<file path="src/sv/scn_pkg.sv">
`default_nettype none
// ----------------------------------------------------------------------------
// Spiral cell numbering package
// Shared constants, register indexes and stage payload types.
// ----------------------------------------------------------------------------
package scn_pkg;

   localparam int MAX_SIDE = 16;
   localparam int SIDE_W   = $clog2(MAX_SIDE + 1);
   localparam int COORD_W  = $clog2(MAX_SIDE);
   localparam int VALUE_W  = 9;
   localparam int CSR_IDX_W = 3;

   localparam logic [SIDE_W-1:0] SIDE_MAX = SIDE_W'(MAX_SIDE);

   localparam logic [CSR_IDX_W-1:0] CSR_SPIRAL_WIDTH   = 3'd0;
   localparam logic [CSR_IDX_W-1:0] CSR_SPIRAL_HEIGHT  = 3'd1;
   localparam logic [CSR_IDX_W-1:0] CSR_MIRROR_COLUMNS = 3'd2;
   localparam logic [CSR_IDX_W-1:0] CSR_COUNT_DOWN     = 3'd3;

   typedef struct packed {
      logic [SIDE_W-1:0] width;
      logic [SIDE_W-1:0] height;
      logic              mirror;
      logic              count_down;
   } cfg_type;

   typedef struct packed {
      logic [COORD_W-1:0] row;
      logic [COORD_W-1:0] col;
   } query_type;

   typedef struct packed {
      logic                out_of_range;
      logic [COORD_W-1:0]  row;
      logic [COORD_W-1:0]  col;
      logic [COORD_W-1:0]  ring;
      logic                leftover;
      logic [SIDE_W-1:0]   inner_w;
      logic [SIDE_W-1:0]   inner_h;
      logic [VALUE_W-1:0]  area;
   } geom_type;

   typedef struct packed {
      logic                out_of_range;
      logic [VALUE_W-1:0]  base;
      logic [VALUE_W-1:0]  offset;
      logic [VALUE_W-1:0]  area;
   } offset_type;

   typedef struct packed {
      logic                out_of_range;
      logic [VALUE_W-1:0]  cell_value;
   } result_type;

endpackage
`default_nettype wire

</file>
<file path="src/sv/scn_geom.sv">
`default_nettype none
// ----------------------------------------------------------------------------
// Spiral cell numbering, geometry stage
// Range check, column mirroring, ring depth and inner ring size.
// ----------------------------------------------------------------------------
module scn_geom
   import scn_pkg::*;
(
   input  wire logic       clock,
   input  wire logic       reset,
   input  wire cfg_type    cfg,
   input  wire logic       in_valid,
   output logic            in_ready,
   input  wire query_type  in_data,
   output logic            out_valid,
   input  wire logic       out_ready,
   output geom_type        out_data
);

   logic               valid_ff;
   geom_type           data_ff;
   geom_type           data_in;
   logic [SIDE_W-1:0]  row_x;
   logic [SIDE_W-1:0]  col_x;
   logic [COORD_W-1:0] col_m;
   logic [COORD_W-1:0] dist_b;
   logic [COORD_W-1:0] dist_r;
   logic [COORD_W-1:0] dist_min;
   logic [SIDE_W-1:0]  side_min;
   logic [COORD_W-1:0] rings;
   logic [COORD_W-1:0] ring;

   assign in_ready  = !valid_ff || out_ready;
   assign out_valid = valid_ff;
   assign out_data  = data_ff;

   always_comb begin
      row_x    = {1'b0, in_data.row};
      col_x    = {1'b0, in_data.col};
      col_m    = cfg.mirror ? COORD_W'(cfg.width - SIDE_W'(1) - col_x) : in_data.col;
      dist_b   = COORD_W'(cfg.height - SIDE_W'(1) - row_x);
      dist_r   = COORD_W'(cfg.width - SIDE_W'(1) - {1'b0, col_m});
      dist_min = (in_data.row < col_m) ? in_data.row : col_m;
      if (dist_b < dist_min) begin
         dist_min = dist_b;
      end
      if (dist_r < dist_min) begin
         dist_min = dist_r;
      end
      side_min = (cfg.width < cfg.height) ? cfg.width : cfg.height;
      rings    = COORD_W'(side_min >> 1);
      ring     = (dist_min < rings) ? dist_min : rings;

      data_in.out_of_range = (row_x >= cfg.height) || (col_x >= cfg.width);
      data_in.row          = in_data.row;
      data_in.col          = col_m;
      data_in.ring         = ring;
      data_in.leftover     = (dist_min >= rings);
      data_in.inner_w      = cfg.width - {ring, 1'b0};
      data_in.inner_h      = cfg.height - {ring, 1'b0};
      data_in.area         = VALUE_W'({{(VALUE_W-SIDE_W){1'b0}}, cfg.width}
                                      * {{(VALUE_W-SIDE_W){1'b0}}, cfg.height});
   end

   always_ff @(posedge clock) begin
      if (reset) begin
         valid_ff <= 1'b0;
      end else if (in_ready) begin
         valid_ff <= in_valid;
      end
   end

   always_ff @(posedge clock) begin
      if (in_valid && in_ready) begin
         data_ff <= data_in;
      end
   end

endmodule
`default_nettype wire

</file>
<file path="src/sv/scn_offset.sv">
`default_nettype none
// ----------------------------------------------------------------------------
// Spiral cell numbering, offset stage
// Cells in the outer rings and the position along the cell's own ring.
// ----------------------------------------------------------------------------
module scn_offset
   import scn_pkg::*;
(
   input  wire logic      clock,
   input  wire logic      reset,
   input  wire cfg_type   cfg,
   input  wire logic      in_valid,
   output logic           in_ready,
   input  wire geom_type  in_data,
   output logic           out_valid,
   input  wire logic      out_ready,
   output offset_type     out_data
);

   logic               valid_ff;
   offset_type         data_ff;
   offset_type         data_in;
   logic [VALUE_W-1:0] r9;
   logic [VALUE_W-1:0] c9;
   logic [VALUE_W-1:0] ring9;
   logic [VALUE_W-1:0] iw9;
   logic [VALUE_W-1:0] ih9;
   logic [VALUE_W-1:0] w9;
   logic [VALUE_W-1:0] h9;
   logic [VALUE_W-1:0] inner_area;

   assign in_ready  = !valid_ff || out_ready;
   assign out_valid = valid_ff;
   assign out_data  = data_ff;

   always_comb begin
      r9    = VALUE_W'(in_data.row);
      c9    = VALUE_W'(in_data.col);
      ring9 = VALUE_W'(in_data.ring);
      iw9   = VALUE_W'(in_data.inner_w);
      ih9   = VALUE_W'(in_data.inner_h);
      w9    = VALUE_W'(cfg.width);
      h9    = VALUE_W'(cfg.height);
      inner_area = VALUE_W'(iw9 * ih9);

      data_in.out_of_range = in_data.out_of_range;
      data_in.area         = in_data.area;
      data_in.base         = in_data.area - inner_area;
      if (in_data.leftover) begin
         data_in.offset = (cfg.width > cfg.height) ? (c9 - ring9) : (r9 - ring9);
      end else if (r9 == ring9) begin
         data_in.offset = c9 - ring9;
      end else if (c9 == w9 - 9'd1 - ring9) begin
         data_in.offset = iw9 - 9'd1 + r9 - ring9;
      end else if (r9 == h9 - 9'd1 - ring9) begin
         data_in.offset = iw9 + ih9 - 9'd2 + (w9 - 9'd1 - ring9 - c9);
      end else begin
         data_in.offset = {iw9[VALUE_W-2:0], 1'b0} + ih9 - 9'd3 + (h9 - 9'd1 - ring9 - r9);
      end
   end

   always_ff @(posedge clock) begin
      if (reset) begin
         valid_ff <= 1'b0;
      end else if (in_ready) begin
         valid_ff <= in_valid;
      end
   end

   always_ff @(posedge clock) begin
      if (in_valid && in_ready) begin
         data_ff <= data_in;
      end
   end

endmodule
`default_nettype wire

</file>
<file path="src/sv/scn_value.sv">
`default_nettype none
// ----------------------------------------------------------------------------
// Spiral cell numbering, value stage
// Spiral index and the final up or down count, held as the output word.
// ----------------------------------------------------------------------------
module scn_value
   import scn_pkg::*;
(
   input  wire logic        clock,
   input  wire logic        reset,
   input  wire cfg_type     cfg,
   input  wire logic        in_valid,
   output logic             in_ready,
   input  wire offset_type  in_data,
   output logic             out_valid,
   input  wire logic        out_ready,
   output result_type       out_data
);

   logic               valid_ff;
   result_type         data_ff;
   result_type         data_in;
   logic [VALUE_W-1:0] index;

   assign in_ready  = !valid_ff || out_ready;
   assign out_valid = valid_ff;
   assign out_data  = data_ff;

   always_comb begin
      index = in_data.base + in_data.offset;
      data_in.out_of_range = in_data.out_of_range;
      if (in_data.out_of_range) begin
         data_in.cell_value = '0;
      end else if (cfg.count_down) begin
         data_in.cell_value = in_data.area - index;
      end else begin
         data_in.cell_value = index + 9'd1;
      end
   end

   always_ff @(posedge clock) begin
      if (reset) begin
         valid_ff <= 1'b0;
      end else if (in_ready) begin
         valid_ff <= in_valid;
      end
   end

   always_ff @(posedge clock) begin
      if (in_valid && in_ready) begin
         data_ff <= data_in;
      end
   end

endmodule
`default_nettype wire

</file>
<file path="src/sv/spiral_cell_numbering_core.sv">
`default_nettype none
// ----------------------------------------------------------------------------
// Spiral cell numbering core
// Returns the number that a clockwise inward spiral fill places at a cell.
// ----------------------------------------------------------------------------
// Channel  Direction  Word
// req_     in         tdata[3:0] row, tdata[7:4] col
// rsp_     out        tdata[8:0] cell_value, tuser out_of_range
// csr_     in         index selects the register, wdata is the new value
//
// Three register stages: geometry, ring offset, final value.
// A query enters every cycle unless a held rsp_ word has filled the stages;
// its result word passes through the geometry, offset and value registers.
// The result register is the output, so a held rsp_ word stalls the stages
// behind it without losing or repeating a word.
// Reset clears the pipeline and sets a one by one grid, no mirror, count up.
// ----------------------------------------------------------------------------
module spiral_cell_numbering_core
   import scn_pkg::*;
(
   input  wire logic                  clock,
   input  wire logic                  reset,
   input  wire logic                  req_tvalid,
   output logic                       req_tready,
   input  wire logic [7:0]            req_tdata,   // row, col
   output logic                       rsp_tvalid,
   input  wire logic                  rsp_tready,
   output logic [15:0]                rsp_tdata,   // cell_value, zero fill
   output logic                       rsp_tuser,   // out_of_range
   input  wire logic                  csr_valid,
   output logic                       csr_ready,
   input  wire logic [CSR_IDX_W-1:0]  csr_index,
   input  wire logic [SIDE_W-1:0]     csr_wdata
);

   cfg_type     cfg_ff;
   cfg_type     cfg_in;
   logic [SIDE_W-1:0] side_sat;
   query_type   query;
   geom_type    geom;
   offset_type  offs;
   result_type  result;
   logic        geom_valid;
   logic        geom_ready;
   logic        offs_valid;
   logic        offs_ready;

   assign csr_ready = 1'b1;

   always_comb begin
      side_sat = (csr_wdata > SIDE_MAX) ? SIDE_MAX : csr_wdata;
      cfg_in   = cfg_ff;
      if (csr_valid && csr_ready) begin
         case (csr_index)
            CSR_SPIRAL_WIDTH:   cfg_in.width      = side_sat;
            CSR_SPIRAL_HEIGHT:  cfg_in.height     = side_sat;
            CSR_MIRROR_COLUMNS: cfg_in.mirror     = csr_wdata[0];
            CSR_COUNT_DOWN:     cfg_in.count_down = csr_wdata[0];
            default:            cfg_in = cfg_ff;
         endcase
      end
   end

   always_ff @(posedge clock) begin
      if (reset) begin
         cfg_ff.width      <= SIDE_W'(1);
         cfg_ff.height     <= SIDE_W'(1);
         cfg_ff.mirror     <= 1'b0;
         cfg_ff.count_down <= 1'b0;
      end else begin
         cfg_ff <= cfg_in;
      end
   end

   assign query.row = req_tdata[3:0];
   assign query.col = req_tdata[7:4];

   scn_geom u_geom (
      .clock     (clock),
      .reset     (reset),
      .cfg       (cfg_ff),
      .in_valid  (req_tvalid),
      .in_ready  (req_tready),
      .in_data   (query),
      .out_valid (geom_valid),
      .out_ready (geom_ready),
      .out_data  (geom)
   );

   scn_offset u_offset (
      .clock     (clock),
      .reset     (reset),
      .cfg       (cfg_ff),
      .in_valid  (geom_valid),
      .in_ready  (geom_ready),
      .in_data   (geom),
      .out_valid (offs_valid),
      .out_ready (offs_ready),
      .out_data  (offs)
   );

   scn_value u_value (
      .clock     (clock),
      .reset     (reset),
      .cfg       (cfg_ff),
      .in_valid  (offs_valid),
      .in_ready  (offs_ready),
      .in_data   (offs),
      .out_valid (rsp_tvalid),
      .out_ready (rsp_tready),
      .out_data  (result)
   );

   assign rsp_tdata = {7'd0, result.cell_value};
   assign rsp_tuser = result.out_of_range;

   a_oor_zero : assert property (@(posedge clock) disable iff (reset)
      rsp_tvalid && rsp_tuser |-> rsp_tdata[8:0] == 9'd0)
      else $error("out of range word carries a nonzero value");

   a_value_bounds : assert property (@(posedge clock) disable iff (reset)
      rsp_tvalid && !rsp_tuser |->
         rsp_tdata[8:0] != 9'd0 &&
         rsp_tdata[8:0] <= VALUE_W'({4'd0, cfg_ff.width} * {4'd0, cfg_ff.height}))
      else $error("spiral value outside one to grid area");

   a_stall_full : assert property (@(posedge clock) disable iff (reset)
      !req_tready |-> geom_valid && offs_valid && rsp_tvalid && !rsp_tready)
      else $error("input stalled while the pipeline has room");

endmodule
`default_nettype wire
</file>
<file path="config.mk">
export PLATFORM = sky130hd
export DESIGN_NAME = spiral_cell_numbering_core
export DESIGN_NICKNAME = d
export VERILOG_FILES = /design/src/sv/scn_pkg.sv /design/src/sv/scn_geom.sv /design/src/sv/scn_offset.sv /design/src/sv/scn_value.sv /design/src/sv/spiral_cell_numbering_core.sv
export SDC_FILE = /design/constraint.sdc
export NUM_CORES = 1
export LEC_CHECK = 0
export BUFFER_PORTS_ARGS = -buffer_cell sky130_fd_sc_hd__buf_2
export CAP_MARGIN = 20
export CORE_ASPECT_RATIO = 0.9
export CORE_MARGIN = 2
export CORE_UTILIZATION = 54
export CTS_CLUSTER_SIZE = 40
export DETAILED_ROUTE_END_ITERATION = 10
export PLACE_DENSITY = 0.69
export SYNTH_ARGS = -nofsm -noshare
export SYNTH_HDL_FRONTEND = slang
export SYNTH_HIERARCHICAL = 1
export SYNTH_SLANG_ARGS = --single-unit
</file>
<file path="constraint.sdc">
create_clock -name clock -period 8.6 [get_ports clock]
set_clock_uncertainty 0.15 [all_clocks]
set_input_delay 0 -clock clock [delete_from_list [all_inputs] [get_ports clock]]
set_output_delay 0 -clock clock [all_outputs]
set_load 0.01 [all_outputs]
</file>
==> flow_metrics.env <==
export IMPL_layout_drive_gt1_share_pct=8.53
export IMPL_min_from="req_tdata[7]"
export IMPL_grt_pass1_wl_um=39500
export IMPL_final_max_slew_viol_count=0
export IMPL_htree_levels=3
export IMPL_initial_core_util_pct=55.2
export IMPL_antenna_found_initial=0
export IMPL_hold_slack_ns=0.0485
export IMPL_clk_pin_slew_ns=0.07
export IMPL_synthFlopType="edfxtp_1"
export IMPL_synth_seq_cells=86
export IMPL_ys_types=91
export IMPL_cp_startpoint="cfg_ff[7]"
export IMPL_drt_total_wl_um=24300
export IMPL_rr_startpoint="cfg_ff[7]"
export IMPL_crit_path_end_kind="flop"
export IMPL_core_area_mm2=0.0193
export IMPL_hold_viol=0
export IMPL_cp_arrival_ns=8.07
export IMPL_die_area_mm2=0.0208
export IMPL_syn_area_per_cell_um2=9.29
export IMPL_critPathMaxFanout=7
export IMPL_layout_commonest_cell="inv_1"
export IMPL_placed_area_mm2=0.0110
export IMPL_io_pins=41
export IMPL_use_met3_pct=3.55
export IMPL_drcViolationCount=0
export IMPL_place_congestion=0.920
export IMPL_hpwl_um=19500
export IMPL_ys_seq_area_share_pct=22.9
export IMPL_synth_edf_count=71
export IMPL_setup_viol=0
export IMPL_vias_per_cell=5.54
export IMPL_path_class="reg -> reg"
export IMPL_dr_pass1_iters=5
export IMPL_grt_max_degree=34
export IMPL_use_met1_pct=32.5
export IMPL_syn_area_mm2=0.0106
export IMPL_clkSinkCount=86
export IMPL_die_w_um=152
export IMPL_post_route_period_util_pct=94.4
export IMPL_slew_headroom_pct=37.1
export IMPL_top_usage_layer="met2"
export IMPL_vias=8078
export IMPL_final_area_mm2=0.0117
export IMPL_fin_crit_ns=8.12
export IMPL_grt_pass1_vias=7777
export IMPL_grt_remaining_overflow=0
export IMPL_insertedDiodeCount=0
export IMPL_grt_usage_pct=23.9
export IMPL_clock_root_buffer="clkbuf_16"
export IMPL_slowest_stage="fa_1"
export IMPL_cts_tree="built"
export IMPL_grt_use_met2_pct=40.5
export IMPL_layout_common_cells="inv_1, ha_1, nor2_1"
export IMPL_dieHeight_um=137
export IMPL_yosys_warnings=6
export IMPL_cts_buffers=9
export IMPL_clk_latency_ns=0.36
export IMPL_clock_fmax_mhz=123
export IMPL_utilization_pct=60.6
export IMPL_fin_nets=1447
export IMPL_crit_family="compound AO/OA/AOI/OAI gates"
export IMPL_async_reset_ff_share_pct=0
export IMPL_worst_pin_slew_ns=0.937
export IMPL_area_delta_synth_final_pct=9.70
export IMPL_cp_data_required_time_ns=8.56
export IMPL_slowest_delay_ns=0.52
export IMPL_wire_per_inst_um=16.7
export IMPL_synthesis_instances=1145
export IMPL_hold_path_class="in -> reg"
export IMPL_path_common_cell="ha_1"
export IMPL_maxCapViolations=0
export IMPL_final_antenna_net_count=0
export IMPL_clk_path_buf_depth=2
export IMPL_timing_critical_path_buf_inv=2
export IMPL_port_buffer_count=32
export IMPL_drt_iter0_drc=498
export IMPL_rows=48
export IMPL_startpoint_type="flop"
export IMPL_run_status="complete, no violations"
==> routing by layer <==
metal | wire, um | share of wire (%)
met5 | 0 | 0
met4 | 476 | 2.0
met3 | 923 | 3.8
met2 | 11300 | 46
met1 | 11700 | 48
==> state kept, by name, summed over array words and instances (netlist names) <==
register            count
cfg_ff                 12
u_geom/out_data        33
u_geom/out_valid        1
u_offset/out_data      28
u_offset/out_valid      1
u_value/out_data       10
u_value/out_valid       1
==> final timing paths <==
path / endpoint / slack (ns) / cells past startpoint
worst max-delay path: u_geom/out_data[18] / 0.48 / 36
worst min-delay path: u_geom/out_data[27] / 0.05 / 2
worst min register to register: u_offset/out_data[27] / 0.27 / 0
worst max register to register: u_geom/out_data[18] / 0.48 / 36
==> Yosys cell counts, drive strengths merged (3+ instances only) <==
| cell type | count | area, um^2 |
|---|---|---|
| mux2 | 3 | 33.8 |
| a21oi | 64 | 343 |
| fa | 46 | 921 |
| a221oi | 3 | 32.5 |
| o21bai | 12 | 90.1 |
| o31a | 4 | 35.0 |
| nand2b | 16 | 100 |
| o31ai | 5 | 42.5 |
| a31oi | 3 | 33.8 |
| a21o | 37 | 278 |
| buf | 19 | 153 |
| xor2 | 29 | 254 |
| a211oi | 15 | 135 |
| a211o | 5 | 43.8 |
| nor3b | 5 | 47.5 |
| xnor2 | 67 | 606 |
| nor2 | 75 | 284 |
| or4 | 3 | 26.3 |
| a311o | 5 | 52.6 |
| nor4 | 3 | 40.0 |
| mux2i | 29 | 303 |
| inv | 190 | 713 |
| and3 | 7 | 43.8 |
| edfxtp | 71 | 2130 |
| nand2 | 55 | 209 |
| or2 | 3 | 21.3 |
| nand3b | 3 | 22.5 |
| o211ai | 5 | 37.5 |
| o21ai | 44 | 224 |
| clkbuf | 5 | 20.0 |
| nand4b | 4 | 35.0 |
| dfxtp | 15 | 300 |
| o21a | 9 | 67.6 |
| nand3 | 18 | 90.1 |
| ha | 177 | 2210 |
| o22ai | 7 | 43.8 |
| nor2b | 18 | 113 |
| nor3 | 18 | 90.1 |
| and2 | 13 | 81.3 |
==> area by class of cell <==
class,instances,area (um^2)
sequential,86,2430
clock buffer,9,225
timing repair buffer,65,458
tap,250,313
multi-input combinational,851,7410
fill,1679,7600
inverter,190,713
clock inverter,7,125
==> timing repair <==
action / 4_1_cts / 5_1_grt
hold buffers: 20 / 0
resized for setup: 0 / 12
buffers inserted: 0 / 3
setup endpoints to repair: 0 / 7
endpoints found under the hold margin: 21 / 0
==> logic make-up after synthesis <==
group | share of synthesized area (%)
AND/OR/NAND/NOR | 12.5
AO/OA/AOI/OAI | 15.5
adder cells (fa/ha/maj) | 29.6
buffers and inverters | 8.32
XOR/XNOR | 8.08
flip-flops | 22.9
multiplexers | 3.16
other | 0.0706
==> metrics by stage <==
stage          TNS, ns  instances  setup WS, ns
2_1_floorplan        0       1151         0.719
3_3_place_gp         0       1419         0.414
3_5_place_dp         0       1419         0.128
4_1_cts              0       1455        0.0660
5_1_grt        -0.0201       1458       -0.0201
6_report             0       1458         0.481
Power is left out: the tool's default activity adds up to more than one toggle a clock period on the data nets, which glitch-free logic cannot reach.
